## config.mk

```make
export PLATFORM = sky130hd
export DESIGN_NAME = ist_cell
export DESIGN_NICKNAME = d
export VERILOG_FILES = /design/src/sv/ist_pkg.sv /design/src/sv/ist_cell.sv
export SDC_FILE = /design/constraint.sdc
export NUM_CORES = 1
export LEC_CHECK = 0
export ABC_AREA = 1
export BUFFER_PORTS_ARGS = -buffer_cell sky130_fd_sc_hd__clkbuf_2
export CAP_MARGIN = 0
export CORE_ASPECT_RATIO = 1.4
export CORE_MARGIN = 10
export CORE_UTILIZATION = 40
export DETAILED_ROUTE_END_ITERATION = 8
export SKIP_CTS_REPAIR_TIMING = 1
export SLEW_MARGIN = 30
export SYNTH_ARGS = -nofsm -noshare
export SYNTH_HDL_FRONTEND = slang
export SYNTH_SLANG_ARGS = --single-unit
export TNS_END_PERCENT = 30
```

## constraint.sdc

```tcl
create_clock -name clk -period 9 [get_ports clk]
set_input_delay 0 -clock clk [delete_from_list [all_inputs] [get_ports clk]]
set_output_delay 0 -clock clk [all_outputs]
set_load 0.005 [all_outputs]
```

## src/sv/ist_pkg.sv

```systemverilog
// ----------------------------------------------------------------------------
// ist_pkg
// types and codes shared by the interval set tracker files
// ----------------------------------------------------------------------------
package ist_pkg;

	localparam int ADDR_W = 63;
	localparam int SIZE_W = 33;

	typedef logic [ADDR_W-1:0] addr_t;

	typedef enum logic [1:0] {
		MODE_ADD   = 2'd0,
		MODE_WALK  = 2'd1,
		MODE_TRUNC = 2'd2,
		MODE_CLEAR = 2'd3
	} mode_t;

	typedef enum logic [1:0] {
		ST_OK    = 2'd0,
		ST_FULL  = 2'd1,
		ST_RANGE = 2'd2
	} st_t;

	typedef enum logic [2:0] {
		S_IDLE,
		S_ADD,
		S_TRUNC,
		S_WSKIP,
		S_WLOOP,
		S_RESP
	} state_t;

	typedef enum logic [1:0] {
		COP_HOLD,
		COP_MERGE,
		COP_INSERT,
		COP_TRUNC
	} cell_op_t;

	typedef struct packed {
		cell_op_t op;
		addr_t    opb;
		addr_t    ope;
	} cell_cmd_t;

	typedef struct packed {
		addr_t b;
		addr_t e;
		logic  nb;
		logic  touch;
	} cell_link_t;

	localparam cell_link_t EDGE_LINK = '{b: '0, e: '0, nb: 1'b0, touch: 1'b0};

endpackage

```

## src/sv/ist_cell.sv

```systemverilog
// ----------------------------------------------------------------------------
// ist_cell
// one table entry; compares against the operand and trades with its neighbors
// ----------------------------------------------------------------------------
module ist_cell import ist_pkg::*; (
	input  logic       clk,
	input  cell_cmd_t  cmd,
	input  logic       valid,
	input  cell_link_t left,
	input  cell_link_t right,
	input  logic       shrink_in,
	output logic       shrink_out,
	input  logic       tany_in,
	output logic       tany_out,
	output cell_link_t self
);

	addr_t           b_q;
	addr_t           e_q;
	logic [ADDR_W:0] e_inc;
	logic [ADDR_W:0] ope_inc;
	logic            below;
	logic            touch;
	logic            first;

	assign e_inc   = {1'b0, e_q} + (ADDR_W+1)'(1);
	assign ope_inc = {1'b0, cmd.ope} + (ADDR_W+1)'(1);
	assign below   = valid && (e_inc < {1'b0, cmd.opb});
	assign touch   = valid && !below && !(ope_inc < {1'b0, b_q});
	assign first   = touch && !left.touch;

	assign shrink_out = shrink_in || (first && right.touch);
	assign tany_out   = tany_in || touch;

	assign self.b     = b_q;
	assign self.e     = e_q;
	assign self.nb    = !below;
	assign self.touch = touch;

	always_ff @(posedge clk) begin
		case (cmd.op)
			COP_MERGE: begin
				if (first) begin
					b_q <= (cmd.opb < b_q) ? cmd.opb : b_q;
					if (right.touch) begin
						e_q <= (cmd.ope > right.e) ? cmd.ope : right.e;
					end else begin
						e_q <= (cmd.ope > e_q) ? cmd.ope : e_q;
					end
				end else if (shrink_in) begin
					b_q <= right.b;
					e_q <= right.e;
				end
			end
			COP_INSERT: begin
				if (!below && left.nb) begin
					b_q <= left.b;
					e_q <= left.e;
				end else if (!below) begin
					b_q <= cmd.opb;
					e_q <= cmd.ope;
				end
			end
			COP_TRUNC: begin
				if (valid && b_q <= cmd.opb && e_q > cmd.opb) begin
					e_q <= cmd.opb;
				end
			end
			default: begin
			end
		endcase
	end

endmodule

```

==> results of run 1 <==
how the worst max path moves through the flow:
stage                      from                end  slack, ns
4_1_cts        e_q[0]$_DFFE_PP_         shrink_out       2.00
3_3_place_gp   e_q[0]$_DFFE_PP_  b_q[26]$_DFFE_PP_       2.18
3_5_place_dp   e_q[0]$_DFFE_PP_  b_q[21]$_DFFE_PP_       2.16
2_1_floorplan  e_q[0]$_DFFE_PP_   e_q[0]$_DFFE_PP_       2.17
5_1_grt        e_q[0]$_DFFE_PP_  b_q[29]$_DFFE_PP_       1.03
6_report       e_q[0]$_DFFE_PP_  b_q[29]$_DFFE_PP_       1.52
worst max-delay path: cells and delay by family (launching register included):
family	cells	cell delay (ns)
and+or+nand+nor	16	4.07
buffers and inverters	4	1.20
AOI/OAI and AO/OA	5	0.72
DFF	1	0.48
adders and majority gates	2	0.48
xor gates and xnor gates	1	0.18
report_power, final:
group	total, mW	switching (mW)	internal [mW]
sequential	0.856	0.109	0.747
clock	0.748	0.344	0.404
combinational	1.52	0.937	0.585
layout make-up:
class                      count  share of cell area, %
tap                          749                   3.23
antenna                        7                 0.0604
clock buffer                  20                   1.51
clock inverter                12                  0.419
multi-input combinational   3055                   58.4
sequential                   126                   13.1
timing repair buffer         725                   16.1
inverter                     559                   7.26
kinds of logic after synthesis:
family          count (synthesis)  synth area share, %
compound gates                452                 10.0
xor+xnor                      117                 4.37
fa+ha+maj                     379                 20.2
buf+inv                       708                 12.0
simple gates                 2107                 37.3
flops                         126                 16.1
per-stage QoR:
| stage | setup slack [ns] | total power [mW] | hold WS, ns | instances |
|---|---|---|---|---|
| floorplan | 2.17 | 1.73 | 0.0879 | 3889 |
| global placement | 2.18 | 2.26 | 0.295 | 5027 |
| detailed placement | 2.16 | 2.28 | 0.295 | 5027 |
| CTS | 2.00 | 3.03 | -0.224 | 5059 |
| global route | 1.03 | 3.36 | 0.00149 | 5252 |
| finish | 1.52 | 3.13 | -0.0257 | 5253 |
registers in the layout, summed over array words and instances, names as in the netlist:
register  flops
b_q          63
e_q          63
per-layer routing:
layer | GRT usage, % | part of all wire, % | vias up
li1 | - | - | 13713
met1 | 33.5 | 39 | 12422
met2 | 52.1 | 50 | 989
met3 | 5.99 | 6.9 | 174
met4 | 12.3 | 3.6 | 18
met5 | 0 | 0.13 | -
layout by cell type (no fill, tap or decap), drive strengths merged:
cell type    synthesis  final
o21ai              120    120
o211ai               4      4
a211oi               4      4
o22a                 1      1
a21o                 6      6
clkinvlp             0      2
or3                  2      2
xor2                99     99
a31oi                1      1
nand3              261    261
nor4                29     29
o21bai               4      4
dlygate4sd3          0    186
xnor2               18     18
a21oi              299    299
nand2             1317   1317
nand4               70     70
or2                  2      2
nor3b                4      4
diode                0      7
o21a                11     11
o221ai               2      2
clkinv               0     10
buf                 91     24
ha                 379    379
clkbuf              58    535
nor2               374    374
nor4b                1      1
or3b                 1      1
bufinv               0      2
and3                 1      1
nor3                45     45
inv                559    557
edfxtp             126    126
==> results by stage, run 1 <==
Drt:
- The total iterations of the first detailed-routing run is 6.
- The detail route stage leaves a number of antenna-violating nets equal to 0.
- Dividing the detail-routed via count by the number of cells gives 5.20.
- The detailed router placed 27,316 vias in this run.
- The first routing iteration left 1,907 violations.
- The wire length per cell is 20.3 um.
- After detailed routing, the total wire length is 106,000 um.
- For this run, design rule violations remaining after detail routing come to 0.

Floorplanning:
- The floorplan die area is 0.0689 mm2.
- After floorplanning, the core was divided into 105 placement rows.
- Measured along the y axis, the die boundary spans 307 um.
- The I/O pin total is 518.
- The standard cell core area is 0.0583 mm2.
- The initial core utilization is 40.2%.
- Measured along the x axis, the die boundary spans 225 um.

Critical path:
- For the worst setup path, the data arrival time is 7.72 ns.
- The worst reg-to-reg setup slack is 1.52 ns.
- Counting cells, the worst reg-to-reg path comes to 28.
- In this design, the critical path's most frequently occurring cell is nand2_1.
- The critical setup path kind is reg -> reg.
- The startpoint of the worst-slack reg-to-reg timing path is e_q[0]$_DFFE_PP_.
- Data on the critical path is required at its endpoint by 9.24 ns.
- Of all nets on the critical path, the largest fanout is 58.
- The maximum cell stage delay along the critical path is 0.88 ns.
- The cell at the slowest stage of the critical path is nand2_4.
- The type of element capturing the critical path is a register.
- The startpoint type of the worst setup path is a register.
- The worst reg2reg path endpoint is b_q[29]$_DFFE_PP_.

Run status:
- The checks that failed: negative hold slack.
- The run finished, with violations left.

GRT:
- The first global-routing pass estimated 153,000 um of wire.
- Entering global routing, the biggest net connects 73 pins.
- The number of antenna violations at the first check in global routing was 17.
- The leftover overflow at the end of global routing is 0.
- Across every metal layer, demand over resource in global routing totals 29.4%.
- The number of global-route vias before repair is 25,081.

STA:
- Of the available clock period, the critical path in the final layout requires 83.1%.
- Setup violations remaining at the end of the flow were counted as 0.
- The final-report hold violation count is 15.
- The post-route setup TNS is 0 ns.
- On the final layout, the worst hold slack is -0.0257 ns.
- Between clock sinks in the finished design, the worst skew comes to 0.0126 ns.
- Setup repair after global routing left no endpoint under its margin.
- Timing would allow up to 0.134 GHz.
- The final max-slew violation count is 0.
- The post-route minimum period is 7.48 ns.
- Measured against its own limit, the worst slew margin works out to 32.1%.
- The transition time at the pin with the least slew margin is 1.02 ns.

Yosys:
- By area the synthesized netlist is led by nand2_1, ha_1, edfxtp_1, inv_1, a21oi_1.
- The synthesized flop and latch total is 126.
- The number of enable-type register cells in the synthesized netlist is 126.
- The total nets after synthesis is 4,656.
- In the synthesized netlist the async set-or-reset flop fraction comes to 0%.
- The sequential cell area fraction in the yosys report is 16.1%.
- Counting instances in the post-synthesis netlist gives the leading cell types as nand2_1, inv_1, ha_1.
- The largest area contributor in the netlist is nand2_1.
- Averaged over all synthesized cells, the footprint is 6.03 um2.
- For this run, the number of Yosys warnings is 0.
- Yosys instantiated no cell more often than nand2_1.
- The commonest register cell after synthesis is edfxtp_1.
- In this run the biggest area consumer among cell types represents 21.0% of the synthesized area.
- The post-synthesis instance area is 0.0235 mm2.
- Counting every instance in the synthesized netlist gives 3,889.
- The count of cell types in the netlist is 41.

Place:
- The HPWL reported at the end of detailed placement is 81,200 um.
- The weighted congestion at the end of routability-driven global placement is 0.931.
- In this run the cell area measured after placement is 0.0265 mm2.
- The count of input and output buffers is 516.

Hold path:
- The path class of the tightest hold or removal check is in -> reg.
- The worst hold path begins at right[41].
- The number of cells on the worst hold path is 5.
- The hold-critical path endpoint is e_q[39]$_DFFE_PP_.

Final layout:
- The share of final-layout standard cells stronger than drive strength 1 is 13.9%.
- Counting the fill cells in the layout gives 6,382.
- The area taken by flip-flops and latches is 0.00378 mm2.
- After routing the design area is 0.0290 mm2.
- The area added between synthesis and finish is 23.6%.
- In the final design database the tool counted 5,251 nets.
- The final core area utilization is 49.7%.
- The multi-input combinational cells in the finished layout cover a total of 0.0169 mm2.

CTS:
- The number of clock buffers inserted by TritonCTS is 17.
- The clock tree from TritonCTS is yes.
- The CTS clock-pin slew for the worst setup and hold paths is 0.07 ns.
- The master cell of the clock root buffer is clkbuf_16.
- The clock insertion delay at the later pin of the skew report is 0.50 ns.
- The clock sink total is 126.
- The number of levels the H-tree was split into is 4.
- No sink is reached through more buffers than the 2 on the longest clock path.

Flow run:
- The tool flagged a number of max-cap violations equal to 0.

Pwr:
- In this run the power density over the cells is 108 mW/mm2.
- VDD sags by at most 0.000136 V.
- The leakage power is 16.4 nW.
No activity file was read; power rests on OpenSTA's default activity.
==> run 2: changes to the inputs <==
==> constraint.sdc (replaced) <==
create_clock -name clk -period 6.8 [get_ports clk]
set_input_delay 0 -clock clk [delete_from_list [all_inputs] [get_ports clk]]
set_output_delay 0 -clock clk [all_outputs]
set_load 0.005 [all_outputs]
==> run 2 against run 1 <==
Against the previous run:
- the flow still finishes with violations (negative hold slack)
- core utilization up 0.25 points
- largest power group unchanged
- fmax up 18%
- global-route usage up 0.62 points
- clock power up 36%
==> results by stage, run 2 (same netlist as run 1, synthesis figures left out) <==
STA:
- Setup violations remaining at the end of the flow were counted as 0.
- Subtracting the final worst setup slack from the clock period gives 6.33 ns.
- The final-report hold violation count is 29.
- The period utilization is 93.1%.
- The post-route clock skew is 0.0137 ns.
- The maximum clock rate is 0.158 GHz.
- The final hold slack is -0.0476 ns.
- The final max-slew violation count is 0.
- The worst pin sits at a relative slew slack of 34.4%.
- The transition time at the pin with the least slew margin is 0.976 ns.

Hold path:
- The hold-critical path endpoint is e_q[47]$_DFFE_PP_.
- The startpoint identified for the worst hold timing path is right[49].
- The worst hold path passes through 5 cells.
- The worst hold-check path type is in -> reg.

Critical path:
- The largest driver fanout on the critical path is 69.
- The most numerous cell type found on the critical path is nand2_1.
- In this design, the largest share of critical-path delay is due to simple AND/OR/NAND/NOR gates.
- The logic depth of the worst register-to-register path is 29.
- The startpoint type of the worst setup path is a register.
- The critical path crosses 29 cells after its start point.
- The endpoint identified for the worst register-to-register timing path is b_q[24]$_DFFE_PP_.
- The worst reg-to-reg setup slack is 0.47 ns.
- The type of element capturing the critical path is a register.
- The total buffers and inverters traversed by the critical path is 5.
- The arrival time at the worst endpoint is 6.61 ns.
- In this design, the stage delay of the slowest critical-path cell is 0.54 ns.
- The critical setup path kind is reg -> reg.
- The slowest stage of the critical path is the nor2_4 cell.
- The worst register-to-register path begins at e_q[0]$_DFFE_PP_.
- Data on the critical path is required at its endpoint by 7.08 ns.

Drt:
- The DRC marker count from the first detailed-route iteration is 1,989.
- The count of nets left with antenna violations once routing finished came out at 0.
- The overall routed net length is 108,000 um.
- In the final routing, the length of wire on met1 measures 41,700 um.
- The via density per instance is 5.24.
- For this run, design rule violations remaining after detail routing come to 0.
- The wire length per cell is 20.5 um.
- Detailed routing placed a total of 53,800 um of wire on met2.
- Before antenna repair, the detailed router went through 5 iterations.
- The count of vias placed by the detailed router is 27,520.
- Detailed routing placed a total of 7810 um of wire on met3.
- The uppermost metal layer occupied by signal nets is met5.

Pwr:
- Combinational logic burns 48.5% of the power.
- Of the total power, the share spent switching nets is 44.1%.
- Across the VDD grid, the largest voltage drop is 0.000184 V.
- The net switching power is 1.84 mW.
- For this design the ratio of total power to cell area is 144 mW/mm2.
- The clock network burns 24.3% of the power.
- Per report_power, the sequential group accounts for 27.1% of the total.
- Total power for the finished layout comes to 4.18 mW.
- For this design the static power due to leakage is 16.4 nW.
- The internal power of the cells totals 2.34 mW.

Floorplanning:
- The I/O pin total is 518.
- The floorplan die area is 0.0689 mm2.
- Row generation in the floorplan step produced 105 rows.
- The standard cell core area is 0.0583 mm2.
- The die span in x is 225 um.
- From bottom edge to top edge, the die measures 307 um.
- Once the floorplan was initialized, standard cells occupied 40.2% of the core.

CTS:
- The tree is rooted in a clkbuf_16.
- The clock sink total is 126.
- Clock-pin slew was measured on the worst setup and hold paths at 0.07 ns.
- The largest buffer count on any clock path is 2.
- The number of clock buffers inserted by TritonCTS is 17.
- The H-tree was split into 4 levels.
- The clock insertion delay at the later pin of the skew report is 0.52 ns.
- The clock tree from TritonCTS is yes.

GRT:
- The number of antenna violations at the first check in global routing is 14.
- The first global-routing pass estimated 156,000 um of wire.
- Entering global routing, the biggest net connects 128 pins.
- Summed over all layers, the global routing overflow is 0.
- The number of global-route vias before repair is 25,822.
- The total global-route track usage is 30.0%.

Run status:
- The final reports fail on negative hold slack.
- The run finished, with violations left.

Final layout:
- The total of fill cells in the finished design is 6,217.
- In the final layout, the registers with the most flip-flops are b_q x63, e_q x63.
- Leaving out fill and tap cells, the most frequent cell in the layout is nand2_1.
- After routing the design area is 0.0291 mm2.
- The top cell types in the final layout, fill and taps aside, are nand2_1, inv_1, clkbuf_2, ha_1, nor2_1.
- The area added between synthesis and finish is 24.2%.
- The number of nets in the finished design is 5,257.
- The share of final-layout standard cells stronger than drive strength 1 is 14.0%.

Place:
- Routability-driven placement finished with a final weighted congestion of 0.967.
- Once placement finished, the instance area stood at 0.0267 mm2.
- The count of input and output buffers is 516.
- The HPWL reported at the end of detailed placement is 81,800 um.

Flow run:
- The count of max-cap constraint violations is 0.
-- run 2: cell count changes in the layout (fill, tap and decap cells not counted), sizes merged --
| cell | delta |
|---|---|
| diode | -3 |
| clkinv | -2 |
| buf | +6 |
| clkinvlp | +1 |
| bufinv | +1 |
-- run 2: per-stage QoR --
| stage | hold WS, ns | cells | setup WS [ns] | setup TNS, ns | utilization (%) |
|---|---|---|---|---|---|
| finish | -0.0476 | 5256 | 0.467 | 0 | 49.9 |
| global route | 0.00373 | 5255 | -0.0212 | -0.0452 | 49.9 |
| CTS | -0.251 | 5066 | 0.892 | 0 | 46.7 |
| detailed placement | 0.288 | 5034 | 1.01 | 0 | 45.7 |
| global placement | 0.285 | 5032 | 0.653 | 0 | 45.6 |
| floorplan | 0.0879 | 3889 | 0.00233 | 0 | - |
-- run 2: layer usage --
| metal | track usage (%) | up-vias |
|---|---|---|
| met5 | 0 | - |
| met4 | 12.8 | 14 |
| met3 | 7.30 | 196 |
| met2 | 53.2 | 972 |
| met1 | 33.4 | 12603 |
| li1 | - | 13735 |
-- run 2: final cells by class --
type / instances / area (um2) / share of cell area (%)
diodes: 4 / 10.0 / 0.0344
clock buffers: 20 / 437 / 1.50
clock inverters: 12 / 145 / 0.498
inverters: 559 / 2100 / 7.22
multi-input cells: 3055 / 16900 / 58.1
flip-flops and latches: 126 / 3780 / 13.0
well taps: 749 / 937 / 3.22
repair buffers: 731 / 4780 / 16.4
-- run 2: how the worst max path moves through the flow --
| stage | startpoint | endpoint |
|---|---|---|
| final | e_q[0]$_DFFE_PP_ | b_q[24]$_DFFE_PP_ |
| after global placement | e_q[0]$_DFFE_PP_ | e_q[1]$_DFFE_PP_ |
| after detailed placement | e_q[0]$_DFFE_PP_ | e_q[0]$_DFFE_PP_ |
| after global routing | e_q[0]$_DFFE_PP_ | b_q[24]$_DFFE_PP_ |
| after floorplan | e_q[0]$_DFFE_PP_ | b_q[0]$_DFFE_PP_ |
| after CTS | e_q[0]$_DFFE_PP_ | shrink_out |
-- run 2: power groups by stage --
| stage | logic [mW] | clock network [mW] | registers, mW |
|---|---|---|---|
| final | 2.03 | 1.02 | 1.13 |
| after global routing | 2.30 | 1.06 | 1.14 |
| after CTS | 1.90 | 1.03 | 1.13 |
| after detailed placement | 1.89 | 0 | 1.15 |
| after global placement | 1.86 | 0 | 1.15 |
| after floorplan | 1.18 | 0 | 1.10 |
-- run 2: worst register-to-register path, delay by kind of cell (launching register included) --
family / cells / cell delay (ns)
xor+xnor: 1 / 0.18
buf+inv: 5 / 1.19
fa+ha+maj: 2 / 0.48
flops: 1 / 0.47
simple gates: 21 / 3.80
